**config.mk**
```make
export PLATFORM = sky130hd
export DESIGN_NAME = alpha_rect_fill_blend_core_flat
export DESIGN_NICKNAME = d
export VERILOG_FILES = /design/src/rtl/arfb_pkg.sv /design/src/rtl/arfb_in_if.sv /design/src/rtl/arfb_out_if.sv /design/src/rtl/arfb_cfg_if.sv /design/src/rtl/arfb_cfg_regs.sv /design/src/rtl/arfb_clip.sv /design/src/rtl/arfb_blend.sv /design/src/rtl/alpha_rect_fill_blend_core.sv /design/src/flat_wrapper.sv
export SDC_FILE = /design/constraint.sdc
export NUM_CORES = 2
export LEC_CHECK = 0
export BUFFER_PORTS_ARGS = -buffer_cell sky130_fd_sc_hd__buf_4
export CORE_ASPECT_RATIO = 1.25
export CORE_MARGIN = 4
export CORE_UTILIZATION = 55
export CTS_BUF_LIST = sky130_fd_sc_hd__clkbuf_4 sky130_fd_sc_hd__clkbuf_8
export DETAILED_ROUTE_END_ITERATION = 6
export PLACE_DENSITY = 0.81
export SYNTH_ARGS = -nofsm -noshare
export SYNTH_HDL_FRONTEND = slang
export SYNTH_SLANG_ARGS = --single-unit
```
**constraint.sdc**
```tcl
create_clock -name clk -period 9.6 [get_ports clk]
set_clock_uncertainty 0.05 [all_clocks]
set_input_delay 0.48 -clock clk [delete_from_list [all_inputs] [get_ports clk]]
set_output_delay 0.48 -clock clk [all_outputs]
set_load 0.01 [all_outputs]
```
**src/rtl/arfb_pkg.sv**
```systemverilog
// Shared types, register indexes and arithmetic helpers for the alpha
// rectangle fill blend core. No dependencies.
package arfb_pkg;

  localparam int unsigned MAX_CANVAS_SIDE = 4096;

  typedef logic [2:0] cfg_idx_t;

  localparam cfg_idx_t REG_CANVAS_WIDTH  = 3'd0;
  localparam cfg_idx_t REG_CANVAS_HEIGHT = 3'd1;
  localparam cfg_idx_t REG_RECT_LEFT     = 3'd2;
  localparam cfg_idx_t REG_RECT_TOP      = 3'd3;
  localparam cfg_idx_t REG_RECT_WIDTH    = 3'd4;
  localparam cfg_idx_t REG_RECT_HEIGHT   = 3'd5;
  localparam cfg_idx_t REG_FILL_COLOR    = 3'd6;

  localparam logic [12:0] CANVAS_WIDTH_RST  = 13'd1024;
  localparam logic [12:0] CANVAS_HEIGHT_RST = 13'd768;

  // Configuration as seen by the datapath; canvas sides already clamped.
  typedef struct packed {
    logic        [12:0] canvas_w;
    logic        [12:0] canvas_h;
    logic signed [15:0] left;
    logic signed [15:0] top;
    logic signed [15:0] width;
    logic signed [15:0] height;
    logic        [31:0] fill;
  } cfg_view_t;

  // Payload leaving the clip stage.
  typedef struct packed {
    logic        hit;
    logic [31:0] old_pixel;
  } clip_data_t;

  function automatic logic [12:0] clamp_side(input logic [12:0] s);
    if (32'(s) > MAX_CANVAS_SIDE) begin
      return 13'(MAX_CANVAS_SIDE);
    end
    return s;
  endfunction

  // True when p lies in [start, start+len) and in [0, side).
  function automatic logic in_span(input logic [11:0] p, input logic signed [15:0] start,
                                   input logic signed [15:0] len, input logic [12:0] side);
    logic signed [17:0] ps;
    logic signed [17:0] ss;
    logic signed [17:0] es;
    ps = {6'b0, p};
    ss = {{2{start[15]}}, start};
    es = ss + {{2{len[15]}}, len};
    return !len[15] && (len != 16'sd0) && (ps >= ss) && (ps < es) && ({1'b0, p} < side);
  endfunction

  // c*a + o*(255-a) for one 8-bit channel; at most 255*255.
  function automatic logic [15:0] mix_sum(input logic [7:0] c, input logic [7:0] o,
                                          input logic [7:0] a);
    logic [7:0] ia;
    ia = 8'd255 - a;
    return 16'({8'b0, c} * {8'b0, a}) + 16'({8'b0, o} * {8'b0, ia});
  endfunction

  // Exact truncating x / 255 for any x up to 255*255.
  function automatic logic [7:0] div255(input logic [15:0] x);
    logic [16:0] t;
    t = 17'(x) + 17'(x[15:8]) + 17'd1;
    return t[15:8];
  endfunction

endpackage

```
**src/rtl/arfb_in_if.sv**
```systemverilog
// Pixel input channel: valid/ready handshake with coordinates and old pixel.
// No dependencies.
interface arfb_in_if;
  logic        valid;
  logic        ready;
  logic [11:0] pixel_x;
  logic [11:0] pixel_y;
  logic [31:0] old_pixel;

  modport source (output valid, output pixel_x, output pixel_y, output old_pixel,
                  input ready);
  modport sink   (input valid, input pixel_x, input pixel_y, input old_pixel,
                  output ready);
endinterface

```
**src/rtl/arfb_out_if.sv**
```systemverilog
// Result channel: valid/ready handshake with the new pixel and written flag.
// No dependencies.
interface arfb_out_if;
  logic        valid;
  logic        ready;
  logic [31:0] new_pixel;
  logic        written;

  modport source (output valid, output new_pixel, output written, input ready);
  modport sink   (input valid, input new_pixel, input written, output ready);
endinterface

```
**src/rtl/arfb_cfg_if.sv**
```systemverilog
// Configuration write channel: valid/ready, register index and write data.
// No dependencies.
interface arfb_cfg_if;
  logic        valid;
  logic        ready;
  logic [2:0]  index;
  logic [31:0] data;

  modport source (output valid, output index, output data, input ready);
  modport sink   (input valid, input index, input data, output ready);
endinterface

```
**src/rtl/arfb_cfg_regs.sv**
```systemverilog
// Configuration register file of the blend core.
// Depends on arfb_pkg and arfb_cfg_if.
module arfb_cfg_regs import arfb_pkg::*; (
  input  logic           clk,
  input  logic           rst_n,
  arfb_cfg_if.sink       cfg_ch,
  output cfg_view_t      view
);

  cfg_view_t view_r;
  cfg_view_t view_nxt;

  assign cfg_ch.ready = 1'b1;

  always_comb begin
    view_nxt = view_r;
    if (cfg_ch.valid) begin
      unique case (cfg_ch.index)
        REG_CANVAS_WIDTH:  view_nxt.canvas_w = clamp_side(cfg_ch.data[12:0]);
        REG_CANVAS_HEIGHT: view_nxt.canvas_h = clamp_side(cfg_ch.data[12:0]);
        REG_RECT_LEFT:     view_nxt.left     = cfg_ch.data[15:0];
        REG_RECT_TOP:      view_nxt.top      = cfg_ch.data[15:0];
        REG_RECT_WIDTH:    view_nxt.width    = cfg_ch.data[15:0];
        REG_RECT_HEIGHT:   view_nxt.height   = cfg_ch.data[15:0];
        REG_FILL_COLOR:    view_nxt.fill     = cfg_ch.data;
        default: ;  // drop writes past the last register
      endcase
    end
  end

  always_ff @(posedge clk) begin
    if (!rst_n) begin
      view_r.canvas_w <= clamp_side(CANVAS_WIDTH_RST);
      view_r.canvas_h <= clamp_side(CANVAS_HEIGHT_RST);
      view_r.left     <= '0;
      view_r.top      <= '0;
      view_r.width    <= '0;
      view_r.height   <= '0;
      view_r.fill     <= '0;
    end else begin
      view_r <= view_nxt;
    end
  end

  assign view = view_r;

endmodule

```
**src/rtl/arfb_clip.sv**
```systemverilog
// Stage 1: rectangle/canvas clip test, zero fill alpha check and input register.
// Depends on arfb_pkg and arfb_in_if.
module arfb_clip import arfb_pkg::*; (
  input  logic       clk,
  input  logic       rst_n,
  arfb_in_if.sink    in_ch,
  input  cfg_view_t  cfg,
  input  logic       s1_ready,
  output logic       s1_valid,
  output clip_data_t s1_data
);

  logic       v1_r;
  logic       v1_nxt;
  clip_data_t d1_r;
  clip_data_t d1_nxt;
  logic       en1;

  assign en1         = !v1_r || s1_ready;
  assign in_ch.ready = en1;
  assign v1_nxt      = en1 ? in_ch.valid : v1_r;

  always_comb begin
    d1_nxt.old_pixel = in_ch.old_pixel;
    d1_nxt.hit       = (cfg.fill[31:24] != 8'd0)
                    && in_span(in_ch.pixel_x, cfg.left, cfg.width, cfg.canvas_w)
                    && in_span(in_ch.pixel_y, cfg.top, cfg.height, cfg.canvas_h);
  end

  always_ff @(posedge clk) begin
    if (!rst_n) begin
      v1_r <= 1'b0;
    end else begin
      v1_r <= v1_nxt;
    end
  end

  always_ff @(posedge clk) begin
    if (en1) begin
      d1_r <= d1_nxt;
    end
  end

  assign s1_valid = v1_r;
  assign s1_data  = d1_r;

endmodule

```
**src/rtl/arfb_blend.sv**
```systemverilog
// Stages 2 and 3: per-channel products, then divide by 255 and select.
// Depends on arfb_pkg and arfb_out_if.
module arfb_blend import arfb_pkg::*; (
  input  logic        clk,
  input  logic        rst_n,
  input  logic        s1_valid,
  input  clip_data_t  s1_data,
  input  logic [31:0] fill_color,
  output logic        s1_ready,
  arfb_out_if.source  out_ch
);

  logic        v2_r, v2_nxt;
  logic        v3_r, v3_nxt;
  logic        en2, en3;

  logic        hit2_r;
  logic [31:0] old2_r;
  logic [15:0] mix_a_r, mix_a_nxt;
  logic [15:0] mix_r_r, mix_r_nxt;
  logic [15:0] mix_g_r, mix_g_nxt;
  logic [15:0] mix_b_r, mix_b_nxt;

  logic [31:0] pix3_r, pix3_nxt;
  logic        wr3_r;

  logic [7:0]  fa;
  logic [7:0]  inv_oa;

  assign en3      = !v3_r || out_ch.ready;
  assign en2      = !v2_r || en3;
  assign s1_ready = en2;
  assign v2_nxt   = en2 ? s1_valid : v2_r;
  assign v3_nxt   = en3 ? v2_r : v3_r;

  assign fa     = fill_color[31:24];
  assign inv_oa = 8'd255 - s1_data.old_pixel[31:24];

  always_comb begin
    mix_a_nxt = 16'({8'b0, inv_oa} * {8'b0, fa});
    mix_r_nxt = mix_sum(fill_color[23:16], s1_data.old_pixel[23:16], fa);
    mix_g_nxt = mix_sum(fill_color[15:8], s1_data.old_pixel[15:8], fa);
    mix_b_nxt = mix_sum(fill_color[7:0], s1_data.old_pixel[7:0], fa);
  end

  always_comb begin
    if (hit2_r) begin
      pix3_nxt = {old2_r[31:24] + div255(mix_a_r), div255(mix_r_r),
                  div255(mix_g_r), div255(mix_b_r)};
    end else begin
      pix3_nxt = old2_r;
    end
  end

  always_ff @(posedge clk) begin
    if (!rst_n) begin
      v2_r <= 1'b0;
      v3_r <= 1'b0;
    end else begin
      v2_r <= v2_nxt;
      v3_r <= v3_nxt;
    end
  end

  always_ff @(posedge clk) begin
    if (en2) begin
      hit2_r  <= s1_data.hit;
      old2_r  <= s1_data.old_pixel;
      mix_a_r <= mix_a_nxt;
      mix_r_r <= mix_r_nxt;
      mix_g_r <= mix_g_nxt;
      mix_b_r <= mix_b_nxt;
    end
    if (en3) begin
      pix3_r <= pix3_nxt;
      wr3_r  <= hit2_r;
    end
  end

  assign out_ch.valid     = v3_r;
  assign out_ch.new_pixel = pix3_r;
  assign out_ch.written   = wr3_r;

endmodule

```
**src/rtl/alpha_rect_fill_blend_core.sv**
```systemverilog
// Top level of the ARGB8888 alpha rectangle fill blend core.
// Depends on arfb_pkg, the three channel interfaces, arfb_cfg_regs,
// arfb_clip and arfb_blend.
//
//  channel  | direction | transaction payload
//  ---------+-----------+--------------------------------------------
//  in_ch    | sink      | pixel_x[11:0], pixel_y[11:0], old_pixel[31:0]
//  out_ch   | source    | new_pixel[31:0], written
//  cfg_ch   | sink      | index[2:0], data[31:0]
//
// One pixel per clock sustained while out_ch is ready; each transaction passes
// from input acceptance to a valid result through the register stages clip test,
// channel multiply, and divide by 255 with output select.
// rst_n is synchronous and active low; it empties the pipeline and loads the
// register reset values. A stall on out_ch holds the output stage and each
// occupied stage behind a held one while empty stages fill; cfg_ch is always ready.
module alpha_rect_fill_blend_core import arfb_pkg::*; (
  input  logic       clk,
  input  logic       rst_n,
  arfb_in_if.sink    in_ch,
  arfb_out_if.source out_ch,
  arfb_cfg_if.sink   cfg_ch
);

  cfg_view_t  cfg_view;
  logic       s1_valid;
  logic       s1_ready;
  clip_data_t s1_data;

  // Register file: canvas sides are clamped as they are written.
  arfb_cfg_regs u_cfg (
    .clk    (clk),
    .rst_n  (rst_n),
    .cfg_ch (cfg_ch),
    .view   (cfg_view)
  );

  // Stage 1: decide whether the pixel falls inside the clipped rectangle with a nonzero fill alpha.
  arfb_clip u_clip (
    .clk      (clk),
    .rst_n    (rst_n),
    .in_ch    (in_ch),
    .cfg      (cfg_view),
    .s1_ready (s1_ready),
    .s1_valid (s1_valid),
    .s1_data  (s1_data)
  );

  // Stages 2 and 3: blend math and the output register.
  arfb_blend u_blend (
    .clk        (clk),
    .rst_n      (rst_n),
    .s1_valid   (s1_valid),
    .s1_data    (s1_data),
    .fill_color (cfg_view.fill),
    .s1_ready   (s1_ready),
    .out_ch     (out_ch)
  );

endmodule

```
**src/flat_wrapper.sv**
```systemverilog
// flat-port wrapper written by rule: the top's interface ports become plain ports
module alpha_rect_fill_blend_core_flat import arfb_pkg::*;
  (clk, rst_n, in_ch_valid, in_ch_pixel_x, in_ch_pixel_y, in_ch_old_pixel, in_ch_ready, out_ch_valid, out_ch_new_pixel, out_ch_written, out_ch_ready, cfg_ch_valid, cfg_ch_index, cfg_ch_data, cfg_ch_ready);
  arfb_in_if in_ch_i ();
  arfb_out_if out_ch_i ();
  arfb_cfg_if cfg_ch_i ();
  input  logic clk;
  input  logic rst_n;
  input wire logic [$bits(in_ch_i.valid)-1:0] in_ch_valid;
  input wire logic [$bits(in_ch_i.pixel_x)-1:0] in_ch_pixel_x;
  input wire logic [$bits(in_ch_i.pixel_y)-1:0] in_ch_pixel_y;
  input wire logic [$bits(in_ch_i.old_pixel)-1:0] in_ch_old_pixel;
  output wire logic [$bits(in_ch_i.ready)-1:0] in_ch_ready;
  output wire logic [$bits(out_ch_i.valid)-1:0] out_ch_valid;
  output wire logic [$bits(out_ch_i.new_pixel)-1:0] out_ch_new_pixel;
  output wire logic [$bits(out_ch_i.written)-1:0] out_ch_written;
  input wire logic [$bits(out_ch_i.ready)-1:0] out_ch_ready;
  input wire logic [$bits(cfg_ch_i.valid)-1:0] cfg_ch_valid;
  input wire logic [$bits(cfg_ch_i.index)-1:0] cfg_ch_index;
  input wire logic [$bits(cfg_ch_i.data)-1:0] cfg_ch_data;
  output wire logic [$bits(cfg_ch_i.ready)-1:0] cfg_ch_ready;
  assign in_ch_i.valid = in_ch_valid;
  assign in_ch_i.pixel_x = in_ch_pixel_x;
  assign in_ch_i.pixel_y = in_ch_pixel_y;
  assign in_ch_i.old_pixel = in_ch_old_pixel;
  assign in_ch_ready = in_ch_i.ready;
  assign out_ch_valid = out_ch_i.valid;
  assign out_ch_new_pixel = out_ch_i.new_pixel;
  assign out_ch_written = out_ch_i.written;
  assign out_ch_i.ready = out_ch_ready;
  assign cfg_ch_i.valid = cfg_ch_valid;
  assign cfg_ch_i.index = cfg_ch_index;
  assign cfg_ch_i.data = cfg_ch_data;
  assign cfg_ch_ready = cfg_ch_i.ready;
  alpha_rect_fill_blend_core u_core (.clk(clk), .rst_n(rst_n), .in_ch(in_ch_i), .out_ch(out_ch_i), .cfg_ch(cfg_ch_i));
endmodule
```
==> metrics.csv <==
metric,value,unit
total gr overflow,0,
placed insts,3811,
Post-Synthesis Cells,3095,
core region area,52900,sq um
routed vias/inst,5.52,
final setup fails,0,
final worst-path setup slack,3.51,ns
drt initial violations,1267,
Setup CP Type,reg -> reg,
std cell rows,94,
Post-synth ARST share,0,%
Unique masters post-synth,62,
post-synth top area share,22.1,%
CP Capture Type,flop,
Yosys top cell by area,fa_1,
number of synthesized flops with an enable pin,163,
YS warnings,0,
required time worst endpoint,9.93,ns
slew margin rel.,25.7,%
antenna violations before repair,2,
clk buf depth,3,
vias in the first global route,23200,
Final Hold Fails,0,
syn avg cell area,9.57,sq um
P&R area growth vs syn,10.3,%
GRT Total Usage,24.6,%
Die Y-Extent,267,microns
worst slew pin tran,1.11,ns
GP Congestion,0.885,
Routed Antenna Nets,0,
hpwl dp,51.8,mm
share of layout cells above drive strength 1,8.33,%
power density over the cells,188,nW/um^2
main flop type after synthesis,edfxtp_1,
max frequency,0.164,GHz
drt wl/cell,17.7,microns
fin crit period,6.09,ns
MaxCap Viol Count,0,
CTS tree,done,
number of port buffers,130,
Worst Path Max Fanout,32,
"Cell Area, Synth",29600,sq um
Setup Buffers After CTS,0,
"CTS clk-pin slew, worst paths",0.06,ns
"count leader, synth",inv_1,
die area,57600,sq um
root buf cell,clkbuf_8,
crit share post-route,63.4,%
Final nets,4006,
RSZ-0062 raised after global routing,no,
pin count of the biggest net entering global routing,126,
Pre-antenna DRT Iters,5,
VDD IR-drop max,0.186,mV
post-synthesis register bit count,288,
synth top area cells,"fa_1 (22%), edfxtp_1 (17%), ha_1 (15%)",
H-tree levels,2,
pins over their slew limit,0,
Setup crit start kind,flop,
clk_lat worst skew,0.65,ns
min-delay worst type,in -> reg,
Critical Path AT,6.42,ns
first-pass GRT wire length,114,mm
setup TNS,0,ns
IO Count,132,
DRC Markers,0,
post-route insts no fill,3941,
status,"complete, no violations",
vias,21800,
routed wire length,69.9,mm
Initial Util,55.9,%
number of buffers created by CTS,52,
most frequent cells after synthesis,"inv_1 (512), nand2_1 (376), ha_1 (357), fa_1 (327), nor2b_1 (200)",
Leakage Power,15.1,nW
Clock Sink Count,288,
register area share after synthesis,25.0,%
die width,216,microns
"worst slack, placed",3.55,ns
Final Util,61.7,%
-- flip-flops by register name, summed over array words and instances (netlist names) --
name	cells
u_core.u_blend.out_ch.valid	1
u_core.u_blend.hit2_r	1
u_core.u_blend.old2_r	32
u_core.u_cfg.view	122
u_core.u_blend.mix_a_r	16
u_core.u_blend.v2_r	1
u_core.u_clip.s1_data	33
u_core.u_blend.mix_r_r	16
u_core.u_blend.mix_b_r	16
u_core.u_blend.out_ch.written	1
u_core.u_blend.mix_g_r	16
u_core.u_blend.out_ch.new_pixel	32
u_core.u_clip.s1_valid	1
-- cells in the final DEF (no fill, tap or decap), types with 36 or more instances in the layout --
cell,n
dfxtp_1,117
nand2b_1,101
nor2b_1,200
and2_1,110
xor2_1,41
ha_1,357
nand3_1,36
a21boi_0,121
fa_1,327
xnor2_1,78
nor2_1,69
inv_1,512
a21oi_1,93
edfxtp_1,163
o21ai_0,40
nand2_1,375
buf_4,146
clkbuf_8,60
-- metrics by stage --
stage	total power [mW]	cell area, sq um	hold slack, ns
final	6.15	32700	0.0602
after global routing	6.70	32700	0.0381
after CTS	6.20	32700	0.00109
after floorplan	4.12	29600	0.350
after global placement	4.74	31200	0.354
after detailed placement	4.87	31200	0.360
-- worst max-delay path: stages, from the launching register on --
cell and delay [ns]:
dfxtp_2 0.72, buf_4 0.48, nand2_1 0.13, fa_1 0.51, inv_1 0.05, fa_1 0.47, inv_1 0.05, fa_1 0.48
fa_1 0.58, fa_1 0.43, fa_1 0.49, inv_1 0.04, ha_1 0.32, nor3_1 0.20, nor2_1 0.08, nand2_1 0.09
o2111ai_1 0.16, a41o_1 0.24, a21oi_1 0.17, xnor2_1 0.09
-- per-layer routing --
metal / GRT usage [%] / share of wire [%] / vias up
li1: - / - / 10200
met4: 11.5 / 5.0 / 0
met2: 44.7 / 50 / 699
met3: 3.89 / 6.1 / 238
met5: 0 / 0 / -
met1: 28.5 / 38 / 10600
-- cells by family (layout without fill, tap and decap cells) --
| kind of cell | count (synthesis) | count (layout) | synth area share, % |
|---|---|---|---|
| AOI/OAI and AO/OA | 388 | 388 | 9.09 |
| xor gates and xnor gates | 119 | 119 | 3.52 |
| adders and majority gates | 684 | 684 | 37.2 |
| buffers and inverters | 616 | 785 | 7.83 |
| DFF | 288 | 288 | 25.0 |
| muxes | 11 | 11 | 0.414 |
| other | 2 | 7 | 0.0254 |
| and+or+nand+nor | 987 | 987 | 16.9 |
-- final cells by class --
cell class / instances / area (sq um)
timing repair buffer: 179 / 1430
clock buffer: 76 / 946
inverter: 512 / 1920
sequential: 288 / 7410
multi-input combinational: 2193 / 19900
clock inverter: 18 / 196
antenna: 3 / 7.51
tap: 672 / 841
fill: 4338 / 20300
-- power breakdown --
group	leakage, nW	switching (mW)	internal, mW
Sequential	2.77	0.131	1.58
Combinational	11.7	1.74	1.42
Clock	0.586	0.537	0.738
-- final timing paths --
path | from | endpoint | slack, ns | depth (start not counted)
max reg2reg | u_core.u_cfg.view[29] | u_core.u_blend.mix_r_r[15] | 3.51 | 19
min reg2reg | u_core.u_clip.s1_data[32] | u_core.u_blend.hit2_r | 0.38 | 0
max | u_core.u_cfg.view[29] | u_core.u_blend.mix_r_r[15] | 3.51 | 19
min | cfg_ch_data[29] | u_core.u_cfg.view[29] | 0.06 | 3
-- timing repair --
| item | in CTS | in global routing |
|---|---|---|
| resized for setup | 0 | 0 |
| hold endpoints to repair | 33 | 0 |
| hold buffers | 33 | 0 |
No activity file was read; power rests on OpenSTA's default activity.
